## config.mk

```make
export PLATFORM = sky130hd
export DESIGN_NAME = bpc_temp
export DESIGN_NICKNAME = d
export VERILOG_FILES = /design/src/design/bpc_pkg.sv /design/src/design/bpc_temp.sv
export SDC_FILE = /design/constraint.sdc
export NUM_CORES = 1
export LEC_CHECK = 0
export ABC_AREA = 1
export BUFFER_PORTS_ARGS = -buffer_cell sky130_fd_sc_hd__buf_4
export CORE_MARGIN = 1.5
export CORE_UTILIZATION = 40
export CTS_CLUSTER_SIZE = 10
export DETAILED_ROUTE_END_ITERATION = 8
export PLACE_DENSITY = 0.59
export SLEW_MARGIN = 20
export SYNTH_ARGS = -nofsm -noshare
export SYNTH_HDL_FRONTEND = slang
export SYNTH_SLANG_ARGS = --single-unit
export TNS_END_PERCENT = 30
```

## constraint.sdc

```tcl
create_clock -name clk -period 10.2 [get_ports clk]
set_input_delay 0.51 -clock clk [delete_from_list [all_inputs] [get_ports clk]]
set_output_delay 0.51 -clock clk [all_outputs]
set_load 0.05 [all_outputs]
```

## src/design/bpc_pkg.sv

```systemverilog
// Shared constants and types for the barometer pressure compensation pipeline.
package bpc_pkg;

    localparam int WORD_W = 16;
    localparam int PSI_W  = 24;
    localparam int TEMP_W = 16;
    localparam int ADDR_W = 4;
    localparam int DATA_W = 32;

    localparam int PCOMP_W = 37;
    localparam int KPA_W   = 33;

    localparam int PCOMP_STAGES = 3;
    localparam int KPA_STAGES   = 6;
    localparam int PSI_STAGES   = 8;
    localparam int NSTAGE       = PCOMP_STAGES + KPA_STAGES + PSI_STAGES;
    localparam int TEMP_CALC    = 4;
    localparam int TEMP_DLY     = NSTAGE - TEMP_CALC;

    localparam int KPA_DIV    = 1023;
    localparam int KPA_HALF   = 511;
    localparam int KPA_OFFSET = 209715200;

    localparam logic [23:0] PSI_NUM   = 24'd14503777;
    localparam logic [31:0] PSI_HALF  = 32'd3200000000;
    localparam logic [23:0] PSI_RECIP = 24'd11258999;
    localparam int          PSI_DEN_LO = 390625;
    localparam logic [23:0] PSI_POS_MAX = 24'h7FFFFF;
    localparam logic [23:0] PSI_NEG_MIN = 24'h800000;
    localparam logic [23:0] PSI_NEG_LIM = 24'd8388608;

    localparam int          TEMP_ZERO   = 498;
    localparam int          TEMP_HALF   = 53;
    localparam logic [15:0] TEMP_RECIP  = 16'd39199;
    localparam int          TEMP_DEN    = 107;
    localparam int          TEMP_OFFSET = 6400;

    typedef enum logic [1:0] {
        REG_A0  = 2'd0,
        REG_B1  = 2'd1,
        REG_B2  = 2'd2,
        REG_C12 = 2'd3
    } reg_idx_t;

    typedef struct packed {
        logic signed [15:0] a0;
        logic signed [15:0] b1;
        logic signed [15:0] b2;
        logic [13:0]        c12;
    } coeff_t;

endpackage

```

## src/design/bpc_temp.sv

```systemverilog
// Temperature in Q8.8 with a delay line that aligns it to the pressure result.
module bpc_temp import bpc_pkg::*; (
    input  logic                     clk,
    input  logic [NSTAGE-1:0]        en,
    input  logic [WORD_W-1:0]        temperature_word,
    output logic signed [TEMP_W-1:0] temp
);

    logic [9:0]  tadc;
    logic        tneg;
    logic [9:0]  dmag;

    logic        s0_neg_reg, s0_neg_next;
    logic [21:0] s0_mag_reg, s0_mag_next;

    logic        s1_neg_reg,  s1_neg_next;
    logic [14:0] s1_qest_reg, s1_qest_next;
    logic [7:0]  s1_mlo_reg,  s1_mlo_next;
    logic [36:0] prod;

    logic        s2_neg_reg, s2_neg_next;
    logic [14:0] s2_q_reg,   s2_q_next;
    logic [7:0]  rem;

    logic [TEMP_W-1:0] s3_temp_reg, s3_temp_next;

    logic [TEMP_W-1:0] dly_reg  [TEMP_DLY];
    logic [TEMP_W-1:0] dly_next [TEMP_DLY];

    assign tadc = temperature_word[15:6];
    assign temp = dly_reg[TEMP_DLY-1];

    always_comb
    begin
        tneg        = tadc > 10'(TEMP_ZERO);
        dmag        = tneg ? tadc - 10'(TEMP_ZERO) : 10'(TEMP_ZERO) - tadc;
        s0_neg_next = tneg;
        s0_mag_next = {dmag, 12'd0} + {2'd0, dmag, 10'd0} + 22'(TEMP_HALF);

        prod         = 37'(s0_mag_reg * TEMP_RECIP);
        s1_neg_next  = s0_neg_reg;
        s1_qest_next = prod[36:22];
        s1_mlo_next  = s0_mag_reg[7:0];

        rem         = s1_mlo_reg - 8'(s1_qest_reg * TEMP_DEN);
        s2_neg_next = s1_neg_reg;
        s2_q_next   = s1_qest_reg + 15'(rem >= 8'(TEMP_DEN));

        s3_temp_next = s2_neg_reg ? 16'(TEMP_OFFSET) - {1'b0, s2_q_reg}
                                  : 16'(TEMP_OFFSET) + {1'b0, s2_q_reg};
    end

    always_comb
    begin
        dly_next[0] = s3_temp_reg;
        for (int i = 1; i < TEMP_DLY; i++)
        begin
            dly_next[i] = dly_reg[i-1];
        end
    end

    always_ff @(posedge clk)
    begin
        if (en[0])
        begin
            s0_neg_reg <= s0_neg_next;
            s0_mag_reg <= s0_mag_next;
        end
        if (en[1])
        begin
            s1_neg_reg  <= s1_neg_next;
            s1_qest_reg <= s1_qest_next;
            s1_mlo_reg  <= s1_mlo_next;
        end
        if (en[2])
        begin
            s2_neg_reg <= s2_neg_next;
            s2_q_reg   <= s2_q_next;
        end
        if (en[3])
        begin
            s3_temp_reg <= s3_temp_next;
        end
        for (int i = 0; i < TEMP_DLY; i++)
        begin
            if (en[TEMP_CALC+i])
            begin
                dly_reg[i] <= dly_next[i];
            end
        end
    end

endmodule

```

==> results of run 1 <==
[layer usage]
layer / up-vias / wire length (um) / global-route usage, %
li1: 4349 / - / -
met1: 4077 / 10600 / 15.96
met2: 119 / 12390 / 24.70
met3: 53 / 815 / 2.304
met4: 0 / 865 / 4.330
met5: - / 0 / 0
[Yosys cell counts]
cell,number,area [um2]
nor3_2,3,30.03
a21o_1,1,7.510
nand4_1,17,106.4
xor2_1,38,332.8
o21ai_0,26,130.1
fa_1,66,1321
nor2_1,55,206.5
nand3_1,50,250.2
o21bai_1,6,45.04
o211ai_1,1,7.510
edfxtp_1,269,8078
a31oi_1,2,12.51
o21ai_1,1,5.000
nand2_4,1,11.26
and3_1,1,6.260
o21a_1,1,7.510
nand2_1,260,975.9
a21oi_1,45,225.2
xnor2_1,14,122.6
nand3_2,1,10.01
clkinv_1,1,3.750
nor3b_2,1,12.51
nor3_1,8,40.04
nand3b_1,1,7.510
ha_1,154,1927
o21ai_2,1,8.760
inv_2,6,22.52
nor2_2,1,6.260
and2_1,1,6.260
clkbuf_1,1,3.750
nand4_4,1,21.27
buf_6,2,22.52
nor2_4,1,11.26
inv_1,226,848.3
nand2_2,7,43.79
[logic make-up (layout without fill, tap and decap cells)]
logic type	after synthesis	count (layout)	share of synthesized area (%)
xor gates and xnor gates	52	52	3.061
AOI/OAI and AO/OA	84	84	3.019
adders and majority gates	220	220	21.83
buffers and inverters	236	313	6.055
and+or+nand+nor	409	409	11.73
DFF	269	269	54.30
[path summary, 6_finish.rpt]
path	endpoint	slack, ns	cells after the start
setup / recovery	s1_qest_reg[14]$_DFFE_PP_	4.91	21
setup reg to reg	s1_qest_reg[14]$_DFFE_PP_	4.91	21
hold reg to reg	dly_reg[0][49]$_DFFE_PP_	0.40	0
hold / removal	s0_mag_reg[10]$_DFFE_PP_	0.22	1
[layout make-up]
class / instances / area [um2] / share of cell area (%)
sequential: 269 / 8078 / 48.66
inverter: 233 / 874.6 / 5.268
timing repair buffer: 43 / 322.8 / 1.945
clock buffer: 33 / 783.3 / 4.718
clock inverter: 4 / 58.81 / 0.3542
tap: 468 / 585.6 / 3.527
multi-input combinational: 765 / 5898 / 35.53
[stage by stage]
stage	instances	instance area, um2
floorplan	1270	14880
global placement	1778	15760
detailed placement	1778	15760
CTS	1815	16600
global route	1815	16600
finish	1815	16600
==> results.sh, run 1 <==
export IMPL_die_area_um2=38360
export IMPL_clk_latency_ns=0.55
export IMPL_fin_crit_ns=5.286
export IMPL_slowest_stage="edfxtp_1"
export IMPL_syn_area_per_cell_um2=11.71
export IMPL_worstPathArrival_ns=5.54
export IMPL_min_path_type="input port to register"
export IMPL_final_max_slew_viol_count=0
export IMPL_path_cells="inv_1 -> fa_1 -> inv_1 -> ha_1 -> ha_1 -> fa_1 -> fa_1 -> inv_1 -> fa_1 -> inv_1 -> ha_1 -> nand2_1 -> inv_1 -> nand2_1 -> nand2_1 -> nand2_1 -> nand2_1 -> a21oi_1 -> nand2_1 -> nand2_1 -> nand2_1"
export IMPL_outcome="finished clean"
export IMPL_fin_skew_ns=0.01163
export IMPL_clk_path_buf_depth=3
export IMPL_whs_ns=0.2155
export IMPL_cts_resized=0
export IMPL_setup_worst_path_start="s0_mag_reg[19]$_DFFE_PP_"
export IMPL_rsz0062_at_grt="no"
export IMPL_place_gp_congestion=0.9087
export IMPL_post_cts_buffers=0
export IMPL_holdCritStartpoint="temperature_word[6]"
export IMPL_grt_pass1_wl_mm=42.15
export IMPL_cap_violations=0
export IMPL_drt_iter0_markers=359
export IMPL_track_usage_pct=13.45
export IMPL_crit_type="register to register"
export IMPL_mostFrequentLayoutCells="269 x edfxtp_1, 260 x nand2_1, 226 x inv_1"
export IMPL_grt_max_degree=17
export IMPL_critical_path_max_stage_delay_ns=0.71
export IMPL_max_slew_margin_pct=51.41
export IMPL_die_h_um=195.9
export IMPL_cts_hold_buf=0
export IMPL_firstDrtPassIters=5
export IMPL_syn_to_final_growth_pct=11.59
export IMPL_antenna_found_initial=0
export IMPL_dpl_hpwl_mm=19.61
export IMPL_critical_path_top_delay_family="adder cells"
export IMPL_cp_end_kind="register"
export IMPL_overflow=0
export IMPL_worst_pin_slew_ns=0.7288
export IMPL_vias=8598
export IMPL_n_antenna_cell=0
export IMPL_drt_total_wl_mm=24.67
export IMPL_start_kind="register"
export IMPL_cts_htree_levels=1
export IMPL_port_buffers=43
export IMPL_die_w_um=195.9
export IMPL_drc=0
export IMPL_clock_sinks=269
export IMPL_drt_wirelength_per_cell_um=13.59
export IMPL_setup_viol=0
export IMPL_fmax_mhz=189.2
export IMPL_synthCells=1270
export IMPL_critPathBufInv=5
export IMPL_drive_gt1_share_pct=7.424
export IMPL_grt_pass1_vias=8940
export IMPL_layout_commonest_cell="edfxtp_1"
export IMPL_rows=70
export IMPL_ios=50
export IMPL_ys_seq_area_share_pct=54.30
export IMPL_syn_cell_area_um2=14880
export IMPL_crit_required_ns=10.45
export IMPL_largest_register_ffs=208
export IMPL_cts_tree="done"
export IMPL_period_share_pct=51.82
export IMPL_cts_buffers=31
export IMPL_setup_tns_ns=0
export IMPL_final_nets=1597
export IMPL_core_area_um2=36610
export IMPL_ant_nets=0
export IMPL_synth_nets=1524
export IMPL_pre_cts_slack_ns=4.899
export IMPL_root_buffer="clkbuf_16"
export IMPL_yosys_warnings=0
export IMPL_avgViaCountPerCell=4.737
export IMPL_cts_clk_slew_worst_paths_ns=0.05
export IMPL_setup_slack_ns=4.914
export IMPL_initial_core_util_pct=40.64
export IMPL_utilization_pct=45.35
export IMPL_hold_viol_final=0
export IMPL_crit_path_frequent_cell="nand2_1"
export IMPL_nFillCells=3340
export IMPL_synth_seq_cells=269
export IMPL_cp_max_fo=8
export IMPL_synth_cell_types=35
export IMPL_r2r_start="s0_mag_reg[19]$_DFFE_PP_"
Power of run 1 is left out: the tool's default activity adds up to more than one toggle a clock period on the data nets, which glitch-free logic cannot reach.
==> run 2, diff against run 1 <==
clock period = 5.1 ns   (was 10.2 ns; I/O delays follow)
==> results.sh, run 2 (synthesis gave the netlist of run 1 again) <==
export IMPL_min_path_type="input port to register"
export IMPL_cp_end_kind="register"
export IMPL_clk_latency_ns=0.55
export IMPL_fmax_mhz=208.7
export IMPL_final_nets=1615
export IMPL_fin_crit_ns=4.791
export IMPL_initial_core_util_pct=40.64
export IMPL_rrSetupSlack_ns=0.31
export IMPL_drt_total_wl_mm=24.79
export IMPL_whs_ns=0.04717
export IMPL_dr_wl_met3_um=818
export IMPL_cts_tree="done"
export IMPL_wl_met2_mm=13.07
export IMPL_period_share_pct=93.94
export IMPL_worstHoldPathCells=1
export IMPL_drt_iter0_markers=336
export IMPL_cap_violations=0
export IMPL_die_h_um=195.9
export IMPL_grt_max_degree=17
export IMPL_max_slew_margin_pct=59.71
export IMPL_n_antenna_cell=0
export IMPL_die_w_um=195.9
export IMPL_syn_to_final_growth_pct=12.45
export IMPL_cts_buffers=31
export IMPL_cp_depth=18
export IMPL_critPathBufInv=5
export IMPL_hold_viol_final=0
export IMPL_overflow=0
export IMPL_vias=8688
export IMPL_layout_commonest_cell="edfxtp_1"
export IMPL_critPathCapture="s1_qest_reg[11]$_DFFE_PP_"
export IMPL_critical_path_top_delay_family="adder cells"
export IMPL_mostFrequentLayoutCells="269 x edfxtp_1, 260 x nand2_1, 226 x inv_1"
export IMPL_final_max_slew_viol_count=0
export IMPL_root_buffer="clkbuf_16"
export IMPL_drc=0
export IMPL_timing_rr_end="s1_qest_reg[11]$_DFFE_PP_"
export IMPL_crit_path_frequent_cell="inv_1"
export IMPL_cts_htree_levels=1
export IMPL_worst_pin_slew_ns=0.6044
export IMPL_setup_tns_ns=0
export IMPL_utilization_pct=45.69
export IMPL_reg2reg_depth=18
export IMPL_ant_nets=0
export IMPL_top_layer="met4"
export IMPL_placed_cells=1791
export IMPL_core_area_um2=36610
export IMPL_grt_pass1_vias=8873
export IMPL_place_gp_congestion=0.8824
export IMPL_cp_max_fo=5
export IMPL_fin_skew_ns=0.009400
export IMPL_avgViaCountPerCell=4.740
export IMPL_port_buffers=43
export IMPL_worstPathArrival_ns=5.08
export IMPL_drt_wirelength_per_cell_um=13.52
export IMPL_largest_register_ffs=208
export IMPL_antenna_found_initial=0
export IMPL_grt_pass1_wl_mm=41.28
export IMPL_wl_met1_mm=10.35
export IMPL_path_cells="inv_1 -> fa_1 -> inv_1 -> ha_1 -> ha_1 -> fa_1 -> fa_1 -> inv_1 -> fa_1 -> inv_1 -> ha_2 -> nand2_1 -> nor2_2 -> inv_1 -> nor3_1 -> nand2_1 -> nand4_1 -> nand2_1"
export IMPL_rows=70
export IMPL_die_area_um2=38360
export IMPL_crit_type="register to register"
export IMPL_clock_sinks=269
export IMPL_critical_path_max_stage_delay_ns=0.54
export IMPL_ios=50
export IMPL_start_kind="register"
export IMPL_track_usage_pct=13.18
export IMPL_cts_clk_slew_worst_paths_ns=0.06
export IMPL_setup_worst_path_start="s0_mag_reg[20]$_DFFE_PP_"
export IMPL_r2r_start="s0_mag_reg[20]$_DFFE_PP_"
export IMPL_clk_path_buf_depth=3
export IMPL_slowest_stage="fa_1"
export IMPL_dpl_hpwl_mm=19.81
export IMPL_firstDrtPassIters=4
export IMPL_final_cells=1833
export IMPL_drive_gt1_share_pct=8.718
export IMPL_outcome="finished clean"
export IMPL_crit_required_ns=5.39
export IMPL_setup_viol=0
run 2: worst min path at each step:
stage                                  start                         to  slack [ns]
floorplan                temperature_word[6]   s0_mag_reg[10]$_DFFE_PP_        0.35
global placement    dly_reg[0][42]$_DFFE_PP_   dly_reg[0][58]$_DFFE_PP_        0.40
detailed placement  dly_reg[0][93]$_DFFE_PP_  dly_reg[0][109]$_DFFE_PP_        0.40
CTS                                    en[0]       s0_neg_reg$_DFFE_PP_        0.02
global route                           en[0]       s0_neg_reg$_DFFE_PP_        0.04
finish                                 en[0]       s0_neg_reg$_DFFE_PP_        0.05
run 2: layout make-up:
type | instances | area (um2)
fillers | 3393 | 19880
flip-flops and latches | 269 | 8078
multi-input cells | 765 | 5912
inverters | 233 | 874.6
clock buffers | 33 | 783.3
well taps | 468 | 585.6
repair buffers | 61 | 460.4
clock inverters | 4 | 35.03
run 2: worst reg2reg max path, cell delays in order (launching register included):
cell and delay, ns:
edfxtp_1 0.39, inv_1 0.11, fa_1 0.51, inv_1 0.05, ha_1 0.28, ha_1 0.31
fa_1 0.46, fa_1 0.54, inv_1 0.06, fa_1 0.54, inv_1 0.05, ha_2 0.37
nand2_1 0.12, nor2_2 0.19, inv_1 0.07, nor3_1 0.19, nand2_1 0.10, nand4_1 0.10
nand2_1 0.08
run 2: per-stage QoR:
step,setup slack (ns),cell area (um2)
2_1_floorplan,0.4333,14880
3_3_place_gp,0.2564,15860
3_5_place_dp,0.1837,15860
4_1_cts,0.1837,16680
5_1_grt,-0.006710,16730
6_report,0.3090,16730
run 2: what timing repair did:
| action | CTS | global route |
|---|---|---|
| buffers inserted | 0 | 4 |
| endpoints found under the setup margin | 0 | 5 |
| resized for setup | 0 | 5 |
| hold endpoints to repair | 1 | 0 |
| hold buffers | 1 | 0 |
run 2: per-layer routing:
metal	GRT usage, %	vias to the layer above
li1	-	4398
met3	2.372	37
met5	0	-
met2	25.35	113
met4	3.561	0
met1	14.84	4140
Power of run 2 is left out for the same reason.
